<file path="src/design/ghp_pkg.sv">
// Shared types, constants and helpers for the gzip member header parser.
// Used by ghp_parser and gzip_header_parser_top.
package ghp_pkg;

  localparam int unsigned LENGTH_BITS_DEFAULT = 16;
  localparam int unsigned HLEN_W = 16;

  localparam logic [7:0] MAGIC_ID1    = 8'h1F;
  localparam logic [7:0] MAGIC_ID2    = 8'h8B;
  localparam logic [7:0] CM_DEFLATE   = 8'h08;
  localparam logic [7:0] FLG_RESERVED = 8'hE0;
  localparam logic [7:0] ZERO_BYTE    = 8'h00;

  localparam logic [15:0] FIXED_SKIP = 16'd6;
  localparam logic [15:0] HCRC_SKIP  = 16'd2;

  // flag_bits layout (FLG byte bits 1..4)
  localparam int unsigned FB_HCRC    = 0;
  localparam int unsigned FB_EXTRA   = 1;
  localparam int unsigned FB_NAME    = 2;
  localparam int unsigned FB_COMMENT = 3;

  typedef enum logic [3:0] {
    PH_MAGIC1  = 4'd0,
    PH_MAGIC2  = 4'd1,
    PH_METHOD  = 4'd2,
    PH_FLAGS   = 4'd3,
    PH_FIXED   = 4'd4,
    PH_XLEN_LO = 4'd5,
    PH_XLEN_HI = 4'd6,
    PH_XDATA   = 4'd7,
    PH_NAME    = 4'd8,
    PH_COMMENT = 4'd9,
    PH_HCRC    = 4'd10,
    PH_DONE    = 4'd15
  } ghp_phase_t;

  typedef struct packed {
    logic              valid;
    logic              ok;
    logic [HLEN_W-1:0] length;
  } ghp_result_t;

  // Next header part after 'done' finishes, driven by the flags.
  function automatic ghp_phase_t next_part(input ghp_phase_t done, input logic [3:0] flags);
    ghp_phase_t nxt;
    if (done == PH_FIXED && flags[FB_EXTRA]) begin
      nxt = PH_XLEN_LO;
    end else if ((done == PH_FIXED || done == PH_XDATA) && flags[FB_NAME]) begin
      nxt = PH_NAME;
    end else if (done != PH_COMMENT && flags[FB_COMMENT]) begin
      nxt = PH_COMMENT;
    end else if (flags[FB_HCRC]) begin
      nxt = PH_HCRC;
    end else begin
      nxt = PH_DONE;
    end
    return nxt;
  endfunction

endpackage

</file>
<file path="src/design/ghp_in_reg.sv">
// Input register of the gzip header parser: captures one byte transfer.
// Depends on nothing but the clock and reset.
module ghp_in_reg (
  input  logic       clk,
  input  logic       rst,
  input  logic       in_valid,
  output logic       in_stall,
  input  logic [7:0] data_byte,
  input  logic       last_byte,
  input  logic       take,       // downstream consumes the held byte this cycle
  output logic       held_valid,
  output logic [7:0] held_byte,
  output logic       held_last
);

  logic load;

  // Room when empty or when the held byte leaves this cycle.
  assign in_stall = held_valid && !take;
  assign load     = in_valid && !in_stall;

  always_ff @(posedge clk) begin
    if (rst) begin
      held_valid <= 1'b0;
    end else if (load) begin
      held_valid <= 1'b1;
    end else if (take) begin
      held_valid <= 1'b0;
    end
  end

  always_ff @(posedge clk) begin
    if (load) begin
      held_byte <= data_byte;
      held_last <= last_byte;
    end
  end

endmodule

</file>
<file path="src/design/ghp_parser.sv">
// Header parse state and one-byte step logic of the gzip header parser.
// Depends on ghp_pkg (phase codes, constants, next_part, result struct).
module ghp_parser #(
  parameter int unsigned LENGTH_BITS = ghp_pkg::LENGTH_BITS_DEFAULT
) (
  input  logic                clk,
  input  logic                rst,
  input  logic                step,
  input  logic [7:0]          byte_in,
  input  logic                last_in,
  output ghp_pkg::ghp_result_t result
);

  localparam int unsigned CW = (LENGTH_BITS > ghp_pkg::HLEN_W) ? LENGTH_BITS : ghp_pkg::HLEN_W;

  ghp_pkg::ghp_phase_t    phase, phase_next, phase_adv;
  logic [LENGTH_BITS-1:0] bytes_seen, bytes_seen_next;
  logic [3:0]             flag_bits, flag_bits_next;
  logic [15:0]            skip_remaining, skip_next, skip_dec;
  logic                   result_given, result_given_next;

  logic                   fail;
  logic                   done_hit;
  logic [CW-1:0]          count_ext;

  assign skip_dec  = skip_remaining - 16'd1;
  assign count_ext = CW'(bytes_seen) + CW'(1);

  always_comb begin
    phase_next        = phase;
    bytes_seen_next   = bytes_seen;
    flag_bits_next    = flag_bits;
    skip_next         = skip_remaining;
    result_given_next = result_given;
    phase_adv         = phase;
    fail              = 1'b0;
    done_hit          = 1'b0;
    result            = '0;

    if (result_given) begin
      if (last_in) begin
        result_given_next = 1'b0;
        phase_next        = ghp_pkg::PH_MAGIC1;
        bytes_seen_next   = '0;
        flag_bits_next    = '0;
        skip_next         = '0;
      end
    end else begin
      if (&bytes_seen) begin
        fail = 1'b1;               // count would pass the length limit
      end else begin
        bytes_seen_next = bytes_seen + LENGTH_BITS'(1);
        case (phase)
          ghp_pkg::PH_MAGIC1: begin
            if (byte_in != ghp_pkg::MAGIC_ID1) fail = 1'b1;
            else phase_adv = ghp_pkg::PH_MAGIC2;
          end
          ghp_pkg::PH_MAGIC2: begin
            if (byte_in != ghp_pkg::MAGIC_ID2) fail = 1'b1;
            else phase_adv = ghp_pkg::PH_METHOD;
          end
          ghp_pkg::PH_METHOD: begin
            if (byte_in != ghp_pkg::CM_DEFLATE) fail = 1'b1;
            else phase_adv = ghp_pkg::PH_FLAGS;
          end
          ghp_pkg::PH_FLAGS: begin
            if ((byte_in & ghp_pkg::FLG_RESERVED) != ghp_pkg::ZERO_BYTE) begin
              fail = 1'b1;
            end else begin
              flag_bits_next = byte_in[4:1];
              skip_next      = ghp_pkg::FIXED_SKIP;
              phase_adv      = ghp_pkg::PH_FIXED;
            end
          end
          ghp_pkg::PH_FIXED: begin
            skip_next = skip_dec;
            if (skip_dec == 16'd0) phase_adv = ghp_pkg::next_part(ghp_pkg::PH_FIXED, flag_bits);
          end
          ghp_pkg::PH_XLEN_LO: begin
            skip_next = {8'd0, byte_in};
            phase_adv = ghp_pkg::PH_XLEN_HI;
          end
          ghp_pkg::PH_XLEN_HI: begin
            skip_next = {byte_in, skip_remaining[7:0]};
            if ({byte_in, skip_remaining[7:0]} == 16'd0)
              phase_adv = ghp_pkg::next_part(ghp_pkg::PH_XDATA, flag_bits);
            else
              phase_adv = ghp_pkg::PH_XDATA;
          end
          ghp_pkg::PH_XDATA: begin
            skip_next = skip_dec;
            if (skip_dec == 16'd0) phase_adv = ghp_pkg::next_part(ghp_pkg::PH_XDATA, flag_bits);
          end
          ghp_pkg::PH_NAME: begin
            if (byte_in == ghp_pkg::ZERO_BYTE)
              phase_adv = ghp_pkg::next_part(ghp_pkg::PH_NAME, flag_bits);
          end
          ghp_pkg::PH_COMMENT: begin
            if (byte_in == ghp_pkg::ZERO_BYTE)
              phase_adv = ghp_pkg::next_part(ghp_pkg::PH_COMMENT, flag_bits);
          end
          ghp_pkg::PH_HCRC: begin
            skip_next = skip_dec;
            if (skip_dec == 16'd0) phase_adv = ghp_pkg::PH_DONE;
          end
          default: begin
            fail = 1'b1;
          end
        endcase
        // HCRC is only entered via next_part; load its 2-byte count then.
        if (phase_adv == ghp_pkg::PH_HCRC && phase != ghp_pkg::PH_HCRC)
          skip_next = ghp_pkg::HCRC_SKIP;
        phase_next = phase_adv;
      end

      done_hit = !fail && (phase_adv == ghp_pkg::PH_DONE);
      if (done_hit || fail || last_in) begin
        result.valid  = 1'b1;
        result.ok     = done_hit;
        result.length = done_hit ? count_ext[ghp_pkg::HLEN_W-1:0] : '0;
        if (last_in) begin
          phase_next      = ghp_pkg::PH_MAGIC1;
          bytes_seen_next = '0;
          flag_bits_next  = '0;
          skip_next       = '0;
        end else begin
          result_given_next = 1'b1;
        end
      end
    end
  end

  always_ff @(posedge clk) begin
    if (rst) begin
      phase          <= ghp_pkg::PH_MAGIC1;
      bytes_seen     <= '0;
      flag_bits      <= '0;
      skip_remaining <= '0;
      result_given   <= 1'b0;
    end else if (step) begin
      phase          <= phase_next;
      bytes_seen     <= bytes_seen_next;
      flag_bits      <= flag_bits_next;
      skip_remaining <= skip_next;
      result_given   <= result_given_next;
    end
  end

endmodule

</file>
<file path="src/design/gzip_header_parser_top.sv">
// Top level of the gzip member header parser (RFC 1952).
// Instantiates ghp_in_reg and ghp_parser; uses ghp_pkg for the result struct.

// The parser takes one byte per cycle from the input channel unless in_stall
// is high, and gives at most one result per buffer: header_ok = 1 with
// header_length on the byte that completes the header, or header_ok = 0
// (length 0) on the first rule violation, on a header that runs past
// 2^LENGTH_BITS - 1 bytes, or when last_byte arrives before the header is
// done. Bytes after a result are dropped up to last_byte, which re-arms the
// parser. A byte sits in the input register, the parse step runs in short
// logic and its result lands in the output register, where out_valid shows
// it; the step waits while that register holds an untaken result.
// The input stalls only while a byte is held and the output register holds
// an untaken result with out_stall high.
module gzip_header_parser_top #(
  parameter int unsigned LENGTH_BITS = ghp_pkg::LENGTH_BITS_DEFAULT
) (
  input  logic        clk,
  input  logic        rst,
  // byte input channel
  input  logic        in_valid,
  output logic        in_stall,
  input  logic [7:0]  data_byte,
  input  logic        last_byte,
  // result channel
  output logic        out_valid,
  input  logic        out_stall,
  output logic        header_ok,
  output logic [15:0] header_length
);

  logic                 held_valid;
  logic [7:0]           held_byte;
  logic                 held_last;
  logic                 out_free;
  logic                 step;
  ghp_pkg::ghp_result_t result;

  // Output register can load when empty or being drained this cycle.
  assign out_free = !out_valid || !out_stall;
  assign step     = held_valid && out_free;

  ghp_in_reg u_in_reg (
    .clk        (clk),
    .rst        (rst),
    .in_valid   (in_valid),
    .in_stall   (in_stall),
    .data_byte  (data_byte),
    .last_byte  (last_byte),
    .take       (step),
    .held_valid (held_valid),
    .held_byte  (held_byte),
    .held_last  (held_last)
  );

  ghp_parser #(
    .LENGTH_BITS (LENGTH_BITS)
  ) u_parser (
    .clk     (clk),
    .rst     (rst),
    .step    (step),
    .byte_in (held_byte),
    .last_in (held_last),
    .result  (result)
  );

  // Result register: holds a result until its transfer completes.
  always_ff @(posedge clk) begin
    if (rst) begin
      out_valid <= 1'b0;
    end else if (out_free) begin
      out_valid <= step && result.valid;
    end
  end

  always_ff @(posedge clk) begin
    if (step && result.valid && out_free) begin
      header_ok     <= result.ok;
      header_length <= result.length;
    end
  end

endmodule

</file>
<file path="config.mk">
export PLATFORM = sky130hd
export DESIGN_NAME = gzip_header_parser_top
export DESIGN_NICKNAME = d
export VERILOG_FILES = /design/src/design/ghp_pkg.sv /design/src/design/ghp_in_reg.sv /design/src/design/ghp_parser.sv /design/src/design/gzip_header_parser_top.sv
export SDC_FILE = /design/constraint.sdc
export NUM_CORES = 1
export LEC_CHECK = 0
export ABC_AREA = 0
export BUFFER_PORTS_ARGS = -buffer_cell sky130_fd_sc_hd__buf_2
export CELL_PAD_IN_SITES_DETAIL_PLACEMENT = 0
export CELL_PAD_IN_SITES_GLOBAL_PLACEMENT = 1
export CORE_MARGIN = 5
export CORE_UTILIZATION = 35
export DETAILED_ROUTE_END_ITERATION = 16
export GPL_TIMING_DRIVEN = 0
export HOLD_SLACK_MARGIN = 0.06
export PLACE_DENSITY_LB_ADDON = 0.05
export RECOVER_POWER = 100
export SLEW_MARGIN = 25
export SYNTH_ARGS = -nofsm -noshare
export SYNTH_HDL_FRONTEND = slang
export SYNTH_HIERARCHICAL = 1
export SYNTH_SLANG_ARGS = --single-unit
</file>
<file path="constraint.sdc">
create_clock -name clk -period 11.4 [get_ports clk]
set_input_delay 1.14 -clock clk [delete_from_list [all_inputs] [get_ports clk]]
set_output_delay 1.14 -clock clk [all_outputs]
set_load 0.02 [all_outputs]
</file>
# == After elaboration in Yosys (flattened, before gate mapping) ==
# Cells that the tools add are included.
# op_classes
n_reduce_logical,27
n_shift,0
n_addsub,2
n_bitwise,2
n_eq_ne,17
magnitude_cmp,0
muxes,56
multipliers,0
div,0
# op_table
cell,n
16-bit 2-to-1 mux,12
4-bit 2-to-1 mux,27
16-bit case mux with 4 select lines,1
4-bit case mux with 11 select lines,1
18-bit 2-to-1 mux,2
16-bit logical NOT,2
"4-bit equality test, second input constant",5
"16-bit by 1-bit adder with 16-bit output, second input constant",1
"4-bit by 3-bit equality test with 1-bit output, second input constant",4
16-bit AND reduction,1
"16-bit by 1-bit subtractor with 16-bit output, second input constant",1
1-bit 2-to-1 mux,11
"4-bit by 2-bit equality test with 1-bit output, second input constant",2
8-bit logical NOT,1
"8-bit by 4-bit inequality test with 1-bit output, second input constant",1
"8-bit by 5-bit inequality test with 1-bit output, second input constant",1
"8-bit inequality test, second input constant",1
8-bit nonzero test,1
1-bit logical AND,7
7-bit OR reduction,1
3-bit OR reduction,2
1-bit logical NOT,5
1-bit case mux with 5 select lines,1
"4-bit by 1-bit equality test with 1-bit output, second input constant",1
other kinds (9),12
# totals
ramBits,0
out_inout_bits,19
wordCells,115
ff_bits,69
rom_bits,0
in_bits,13
memories,0
latch_bits,0

# == Depth between registers and ports, before layout ==
# Gate-level depths: netlist of the first run.
# logic_depth
word_depth,18
mapped_depth,13
mapped_depth_nobuf,12

# == Modules after synthesis ==
# Netlist of the first run, hierarchy kept.
# modules_own_cells
mod,instances,area_each_um2,seq_area_each_um2,cells_each
ghp_parser,1,3225.6,820.8,454
gzip_header_parser_top,1,554.3,530.5,23
ghp_in_reg,1,320.3,290.3,13

# == Worst setup path before layout of the first run ==
# No wires, ideal clock.
# synth_timing
kind,flip-flop to flip-flop
from,register u_parser.skip_remaining[0]
to,"register header_length[0], enable pin"
setup_time_ns,0.397
t_arrival_ns,3.648
setup_slack_ns,7.355
synth_period_minus_slack_ns,4.045
n_path_buf,1
required_time_ns,11.003
stages_incl_launch_ff,14
cell_sequence,dfxtp_1 -> inv_1 -> ha_1 -> or3b_2 -> o31ai_1 -> nand4_1 -> or3_4 -> nor2_1 -> a311o_1 -> clkbuf_1 -> a31oi_1 -> a21oi_1 -> nand2_1 -> a21oi_1
# synth_rtl
item,line_no,source
from (decl),ghp_parser.sv:19,"logic [15:0] skip_remaining, skip_next, skip_dec;"
from (signal assigned),ghp_parser.sv:144,skip_remaining <= skip_next;
to (signal assigned),gzip_header_parser_top.sv:79,header_length <= result.length;
to (decl),gzip_header_parser_top.sv:29,output logic [15:0] header_length

==> flow_summary.json, run 1 <==
{
  "status": "completed",
  "drtAntennaViolNets": 0,
  "postSynthCellCount": 490,
  "rrSetupSlack_ps": 6610,
  "io_buffers": 31,
  "yosysTopAreaCell": "dfxtp_1",
  "synth_warnings": 6,
  "drtIter0Drc": 280,
  "hpwl_um": 8690,
  "min_period_ps": 4790,
  "layout-drive-gt1-share_pct": 9.28,
  "grtUsageTotal_pct": 17.0,
  "die_w_um": 118,
  "cts.clk_slew.worst_paths_ps": 60,
  "grt_pass1_wl_um": 18900,
  "dr.pass1.iters": 5,
  "async_flop_share_pct": 0,
  "synth_seq_cells": 69,
  "irDropWorstVdd_mv": 0.104,
  "synth_area_leaders": "dfxtp_1 21%, edfxtp_1 19%, nor2_1 6.2%",
  "powerDensity_nw_per_um2": 128,
  "rsz0062_at_grt": "false",
  "tightest_slew_ps": 1400,
  "drc_errors": 0,
  "post_cts_buffers": 0,
  "clk_latency_ps": 340,
  "post_drt_wl_per_cell_um": 17.3,
  "synth_cell_types": 70,
  "period_share_pct": 42.0,
  "cts.sinks": 69,
  "dieArea_um2": 14000,
  "numCtsBuffers": 9,
  "cp.arrival_ps": 4760,
  "core_area_um2": 11500,
  "ys.flop_type": "dfxtp_1",
  "hp-class": "flop to flop",
  "die_h_um": 118,
  "syn-cell-area_um2": 4100,
  "hold_viol": 0,
  "num_io_pins": 32,
  "slew_viol_final": 0,
  "cts-resized-gates": 0,
  "cts_root_buffer": "clkbuf_16",
  "drv_cap": 0,
  "antenna_found_initial": 0,
  "setup-tns-final_ps": 0,
  "viasPerCell": 5.56,
  "initial_utilization_pct": 35.8,
  "drt-total-wl_um": 11800,
  "cts_hold_buf": 0,
  "skew_ps": 8.21,
  "synth_top_area_share_pct": 21.0,
  "syn_nets": 506,
  "area.growth.synth_to_final_pct": 15.3,
  "final_nets": 550,
  "diodes": 0,
  "synth_commonest_cells": "68 x nor2_1, 64 x nand2_1, 43 x dfxtp_1",
  "synth_most_common_cell": "nor2_1",
  "clockBufferDepth": 2,
  "grt_overflow": 0,
  "tritoncts": "done",
  "vias": 3793,
  "grt_pass1_vias": 3459,
  "cp_data_required_time_ps": 11370,
  "grt_max_degree": 14,
  "core.rowCount": 39,
  "clock.fmax_mhz": 209,
  "synth_edf_count": 26,
  "path_max_fanout": 13,
  "critical_path_class": "flop to flop",
  "timing.slew.headroom_pct": 5.36,
  "dp_cells": 666,
  "p_leak_nw": 1.63,
  "finalNonFillerCells": 682,
  "avgSynthCellArea_um2": 8.37,
  "htreeDepth": 3,
  "ys_seq_area_share_pct": 40.0,
  "startpoint_type": "flop",
  "setup_viol": 0,
  "endpoint_kind": "flop",
  "gp_congestion": 0.864
}
-- final cells by class --
cell class              count  area (um^2)
clock buffers              13          250
flip-flops and latches     69         1640
fillers                  1173         6740
multi-input cells         387         2310
clock inverters             3         68.8
well taps                 143          179
repair buffers             33          139
inverters                  11         41.3
plain buffers              23         97.6
-- report_power, final --
part	internal, W	switching, W	total [W]
clock network	0.000198	0.000105	0.000303
logic	0.00000860	0.0000251	0.0000337
registers	0.000264	0.00000632	0.000271
-- sequential cells by signal, summed over array words and instances (netlist names), 4 cells and up --
signal and flops:
u_parser/flag_bits 4, u_parser/bytes_seen 16, u_in_reg/held_byte 8, u_parser/phase 4, u_parser/skip_remaining 16, header_length 16
-- cell families after synthesis --
logic type / synth area share (%)
and+or+nand+nor: 28.7
AOI/OAI and AO/OA: 20.4
DFF: 40.0
buffers and inverters: 3.45
xor gates and xnor gates: 5.98
adders and majority gates: 0.916
muxes: 0.488
-- final timing paths --
path	from	to	cells after the start
min	u_parser/bytes_seen[1]	u_parser/bytes_seen[1]	2
max reg2reg	u_parser/skip_remaining[1]	header_length[1]	14
min reg2reg	u_parser/bytes_seen[1]	u_parser/bytes_seen[1]	2
max	u_parser/skip_remaining[1]	header_length[1]	14
-- through the flow --
stage / power (W) / area, um^2 / hold slack (ps) / utilization [%] / setup slack, ps
after floorplan: 0.000296 / 4100 / 461 / - / 7360
after global placement: 0.000311 / 4430 / 486 / 38.7 / 6010
after detailed placement: 0.000312 / 4460 / 496 / 38.9 / 6910
after CTS: 0.000616 / 4780 / 504 / 41.7 / 6900
after global routing: 0.000631 / 4730 / 534 / 41.2 / 6210
final: 0.000607 / 4730 / 501 / 41.2 / 6610
-- placed cells by master, fill, tap and decap left out, types with 3 or more instances in the layout --
cell type	synthesis	layout
xnor2_1	11	11
a22oi_1	6	6
nor2b_1	9	9
nor2_1	68	68
o221ai_1	3	3
or3_1	6	7
buf_2	5	15
clkbuf_16	0	9
ha_1	3	3
nand2b_1	4	4
and2_1	7	6
or2_2	5	5
a21oi_1	26	26
o21ai_0	29	31
and3_1	5	5
a211oi_1	2	3
edfxtp_1	26	26
xor2_1	17	17
or4_1	4	4
nand4_1	9	9
a22o_1	4	4
dfxtp_1	43	43
or4b_2	3	3
nand3b_1	3	3
nand3_1	13	13
nor4_1	9	7
o2111ai_1	2	3
nor3_1	12	12
o211ai_1	10	10
clkbuf_1	17	43
nand2_1	64	64
o221a_2	4	4
inv_1	11	11
-- per-layer routing --
layer / wire (um) / vias to the layer above / GRT usage, %
met5: 0 / - / 0
met4: 223 / 0 / 7.03
met3: 674 / 16 / 3.25
met2: 4820 / 130 / 23.7
met1: 6090 / 1766 / 25.5
li1: - / 1881 / -
-- critical path, cell delays in order, from the launching register on --
cell	delay [ps]
dfxtp_1	350
inv_1	110
ha_1	270
or3b_2	500
o31ai_1	270
nand4_1	230
or3_1	470
nor2_1	130
a311o_1	110
clkbuf_1	450
a31oi_1	200
a21oi_1	200
nand2_1	90
a21oi_1	440
clkbuf_1	620
No activity file was read; power rests on OpenSTA's default activity.
==> run 2, diff against run 1 <==
clock period = 4.1 ns   (was 11.4 ns; I/O delays follow)
==> run 2 against run 1 <==
Against the previous run: power grew to 2.8 times the previous value; final cell count fell by 0.15%; final area up 0.98%; critical endpoint unchanged; highest routed layer unchanged.
==> flow_summary.json, run 2 (synthesis gave the netlist of run 1 again) <==
{
  "holdPathEnd": "u_in_reg/held_last",
  "tritoncts": "done",
  "cts_hold_buf": 0,
  "cp_data_required_time_ps": 4140,
  "timing.slew.headroom_pct": 31.2,
  "drc_errors": 0,
  "dr.pass1.iters": 5,
  "grt_max_degree": 14,
  "gp_congestion": 0.864,
  "clockBufferDepth": 2,
  "layout_common_cells": "68 x nor2_1, 64 x nand2_1, 43 x dfxtp_1",
  "clock.fmax_mhz": 261,
  "numCtsBuffers": 9,
  "rsz0062_at_grt": "false",
  "final_nets": 549,
  "skew_ps": 7.82,
  "grtUsageTotal_pct": 17.0,
  "r2r_cells": 13,
  "powerDensity_nw_per_um2": 354,
  "drt-total-wl_um": 11700,
  "status": "completed",
  "hp-class": "input pin to flop",
  "core.rowCount": 39,
  "min_period_ps": 3830,
  "io_buffers": 31,
  "setup_viol": 0,
  "rrSetupSlack_ps": 270,
  "fill_cells": 1166,
  "drtAntennaViolNets": 0,
  "p_total_w": 0.00169,
  "rr_startpoint": "u_parser/skip_remaining[1]",
  "post_drt_wl_per_cell_um": 17.2,
  "path_cells": "inv_1 -> ha_1 -> or3b_2 -> o31ai_1 -> nand4_1 -> or3_4 -> nor2_1 -> a311o_2 -> a31oi_1 -> a21oi_1 -> nand2_1 -> a21oi_4 -> buf_6",
  "critical_path_class": "flop to flop",
  "irDropWorstVdd_mv": 0.288,
  "startpoint_type": "flop",
  "initial_utilization_pct": 35.8,
  "grt_pass1_vias": 3456,
  "cts_root_buffer": "clkbuf_16",
  "die_w_um": 118,
  "viasPerCell": 5.50,
  "num_io_pins": 32,
  "htreeDepth": 3,
  "area.growth.synth_to_final_pct": 16.5,
  "hold_depth": 1,
  "die_h_um": 118,
  "vias": 3748,
  "p_leak_nw": 1.64,
  "slowest_delay_ps": 490,
  "path_max_fanout": 13,
  "grt_overflow": 0,
  "final_common_cell": "nor2_1",
  "finalNonFillerCells": 681,
  "hold-worst-slack_ps": 243,
  "hp-start": "last_byte",
  "top_regs": "header_length (16), u_parser/bytes_seen (16), u_parser/skip_remaining (16)",
  "slew_viol_final": 0,
  "drv_cap": 0,
  "hold_viol": 0,
  "cts.clk_slew.worst_paths_ps": 60,
  "r2r-end": "header_length[1]",
  "critPathSlowestCell": "or3b_2",
  "grt_pass1_wl_um": 18900,
  "layout-drive-gt1-share_pct": 10.6,
  "antenna_found_initial": 0,
  "clk_latency_ps": 340,
  "dp_cells": 666,
  "period_share_pct": 93.5,
  "endpoint_kind": "flop",
  "diodes": 0,
  "hpwl_um": 8690,
  "tightest_slew_ps": 1030,
  "cp.arrival_ps": 3880,
  "post_cts_buffers": 0,
  "cts.sinks": 69,
  "dieArea_um2": 14000,
  "core_area_um2": 11500,
  "drtIter0Drc": 330
}
-- run 2: cell types whose count changed in the layout (fill, tap and decap cells not counted), sizes merged --
cell	change
clkbuf	-3
buf	+2
-- run 2: per-stage QoR --
stage | worst slack [ps] | instance area (um^2) | util [%] | TNS (ps)
floorplan | 55.1 | 4100 | - | 0
global placement | -1290 | 4430 | 38.7 | -24710
detailed placement | -386 | 4460 | 38.9 | -7450
CTS | 232 | 4780 | 41.7 | 0
global route | 27.9 | 4780 | 41.6 | 0
finish | 267 | 4780 | 41.6 | 0
-- run 2: per-layer routing --
| metal | GRT usage (%) | part of all wire [%] | vias up |
|---|---|---|---|
| met1 | 25.4 | 51 | 1741 |
| met2 | 23.6 | 41 | 116 |
| li1 | - | - | 1875 |
| met5 | 0 | 0 | - |
| met3 | 3.49 | 6.0 | 16 |
| met4 | 7.03 | 1.9 | 0 |
-- run 2: repair_timing --
| item | 4_1_cts | 5_1_grt |
|---|---|---|
| endpoints found under the setup margin | 27 | 23 |
| cloned | 0 | 0 |
| gates resized for setup | 2 | 3 |
-- run 2: worst max path at each step --
stage	start	to	slack (ps)	depth (start not counted)
2_1_floorplan	u_parser/skip_remaining[0]	header_length[0]	60	13
3_3_place_gp	u_parser/skip_remaining[0]	header_length[13]	-1290	13
3_5_place_dp	u_parser/skip_remaining[0]	header_length[15]	-390	14
4_1_cts	u_parser/skip_remaining[0]	header_length[12]	230	10
5_1_grt	u_parser/skip_remaining[0]	header_length[1]	30	13
6_report	u_parser/skip_remaining[1]	header_length[1]	270	13
-- run 2: cell type report --
cell class | count | area [um^2] | area share [%]
inverter | 11 | 41.3 | 0.865
tap | 143 | 179 | 3.75
buffer | 22 | 96.3 | 2.02
clock buffer | 13 | 250 | 5.24
timing repair buffer | 33 | 146 | 3.07
clock inverter | 3 | 68.8 | 1.44
multi-input combinational | 387 | 2350 | 49.3
sequential | 69 | 1640 | 34.4
-- run 2: power by group --
part	switching [W]	total, W	internal [W]
sequential	0.0000179	0.000753	0.000735
combinational	0.0000707	0.0000970	0.0000263
clock	0.000289	0.000840	0.000551
-- run 2: critical path: cells and delay by family (launching register included) --
kind | cells | cell delay [ps]
DFF | 1 | 350
buffers and inverters | 2 | 320
AOI/OAI and AO/OA | 5 | 1160
adders and majority gates | 1 | 270
and+or+nand+nor | 5 | 1410
==> run 3, diff against run 2 <==
CORE_MARGIN = not set   (was 5)
==> run 3 against run 2 <==
Against the previous run: non-clock buffer count is 2 higher; clock skew barely moved; die area shrank 13%; first-iteration DRC count decreased by 11%; sequential power is essentially flat; setup slack got worse by 82 ps; largest power group unchanged; combinational power decreased by 0.4%; final area decreased by 0.39%; critical endpoint is now header_length[15]; critical path depth fell by 2.
==> flow_summary.json, run 3 (synthesis gave the netlist of run 1 again) <==
{
  "status": "completed",
  "tritoncts": "done",
  "dr.pass1.iters": 5,
  "clk_latency_ps": 330,
  "timing.slew.headroom_pct": 34.2,
  "fill_cells": 1198,
  "cts.sinks": 69,
  "drtIter0Drc": 295,
  "p_int_w": 0.00124,
  "clkPwrFrac_pct": 47.6,
  "finalNonFillerCells": 683,
  "layout_common_cells": "68 x nor2_1, 64 x nand2_1, 43 x dfxtp_1",
  "seqPwrFrac_pct": 46.5,
  "io_buffers": 31,
  "core_area_um2": 11400,
  "endpoint_kind": "flop",
  "cts.clk_slew.worst_paths_ps": 60,
  "dp_cells": 666,
  "numCtsBuffers": 9,
  "fin_area_um2": 4760,
  "antenna_found_initial": 0,
  "dieArea_um2": 12200,
  "drv_cap": 0,
  "rsz0062_at_grt": "false",
  "vias": 3877,
  "setup_viol": 0,
  "slew_viol_final": 0,
  "p_leak_nw": 1.65,
  "drtAntennaViolNets": 0,
  "min_period_ps": 3920,
  "grt_pass1_vias": 3459,
  "tightest_slew_ps": 984,
  "diodes": 0,
  "drc_errors": 0,
  "comb_power_share_pct": 6.0,
  "top_regs": "header_length (16), u_parser/bytes_seen (16), u_parser/skip_remaining (16)",
  "p_switching_w": 0.000382,
  "final_nets": 551,
  "p_total_w": 0.00162,
  "critical_path_class": "flop to flop",
  "path_max_fanout": 10,
  "grt_max_degree": 14,
  "grt_pass1_wl_um": 19000,
  "gp_congestion": 0.896,
  "post-route-util_pct": 41.7,
  "period_share_pct": 95.5,
  "initial_utilization_pct": 35.9,
  "cp_data_required_time_ps": 4170,
  "clockBufferDepth": 2,
  "drt-total-wl_um": 12400,
  "irDropWorstVdd_mv": 0.367,
  "skew_ps": 7.94,
  "cts_hold_buf": 0,
  "die_h_um": 110,
  "num_io_pins": 32,
  "viasPerCell": 5.68,
  "place_area_um2": 4460,
  "power_switching_share_pct": 23.6,
  "final_common_cell": "nor2_1",
  "startpoint_type": "flop",
  "cts_root_buffer": "clkbuf_16",
  "hold_viol": 0,
  "grt_overflow": 0,
  "hpwl_um": 9070,
  "die_w_um": 110,
  "area.growth.synth_to_final_pct": 16.0,
  "setup-tns-final_ps": 0,
  "clock.fmax_mhz": 255,
  "hp-class": "input pin to flop",
  "powerDensity_nw_per_um2": 341,
  "layout-drive-gt1-share_pct": 11.3,
  "cp.arrival_ps": 3990,
  "htreeDepth": 3,
  "core.rowCount": 39,
  "post_drt_wl_per_cell_um": 18.1,
  "grtUsageTotal_pct": 21.2
}
run 3: path summary, 6_finish.rpt:
| check | startpoint | slack, ps | cells past startpoint | endpoint |
|---|---|---|---|---|
| worst max register to register | u_parser/skip_remaining[0] | 180 | 11 | header_length[15] |
| worst max-delay path | u_parser/skip_remaining[0] | 180 | 11 | header_length[15] |
| worst min register to register | u_parser/skip_remaining[14] | 500 | 2 | u_parser/skip_remaining[14] |
| worst min-delay path | data_byte[6] | 250 | 1 | u_in_reg/held_byte[6] |
run 3: what timing repair did:
| item | in CTS | in global routing |
|---|---|---|
| gates resized for setup | 2 | 1 |
| pin swaps | 0 | 1 |
| setup buffers | 0 | 2 |
| endpoints found under the setup margin | 37 | 17 |
run 3: power by group through the flow:
stage                     combinational, W  sequential (W)  clock (W)
final                            0.0000966        0.000754   0.000772
after global routing              0.000107        0.000757   0.000824
after CTS                         0.000101        0.000754   0.000795
after detailed placement          0.000100        0.000769          0
after global placement           0.0000987        0.000768          0
after floorplan                  0.0000437        0.000778          0
run 3: metrics by stage:
stage / setup slack (ps) / hold slack [ps]
floorplan: 55.1 / 461
global placement: -1360 / 471
detailed placement: -459 / 494
CTS: 133 / 240
global route: 36.9 / 238
finish: 185 / 253
run 3: final cells by class:
class                   count  area (um^2)  share of cell area (%)
clock buffers              12          278                    5.84
plain buffers              22         96.3                    2.03
flip-flops and latches     69         1640                    34.5
well taps                 143          179                    3.76
multi-input cells         387         2330                    49.0
inverters                  11         41.3                   0.868
clock inverters             4         27.5                   0.579
repair buffers             35          161                    3.39
run 3: critical path: stages, from the launching register on:
cell and delay (ps):
dfxtp_1 390, inv_1 90, ha_1 270, or3b_2 500
o31ai_1 280, nand4_1 230, or3_4 460, a311o_2 460
clkbuf_4 150, o2111ai_2 400, buf_2 320, nor2_1 90
run 3: layer usage:
metal / global-route usage [%] / vias up / routed length (um) / part of all wire [%]
li1: - / 1880 / - / -
met1: 30.7 / 1862 / 6310 / 51
met2: 31.2 / 116 / 5280 / 43
met3: 4.17 / 19 / 536 / 4.3
met4: 7.33 / 0 / 238 / 1.9
met5: 0 / - / 0 / 0
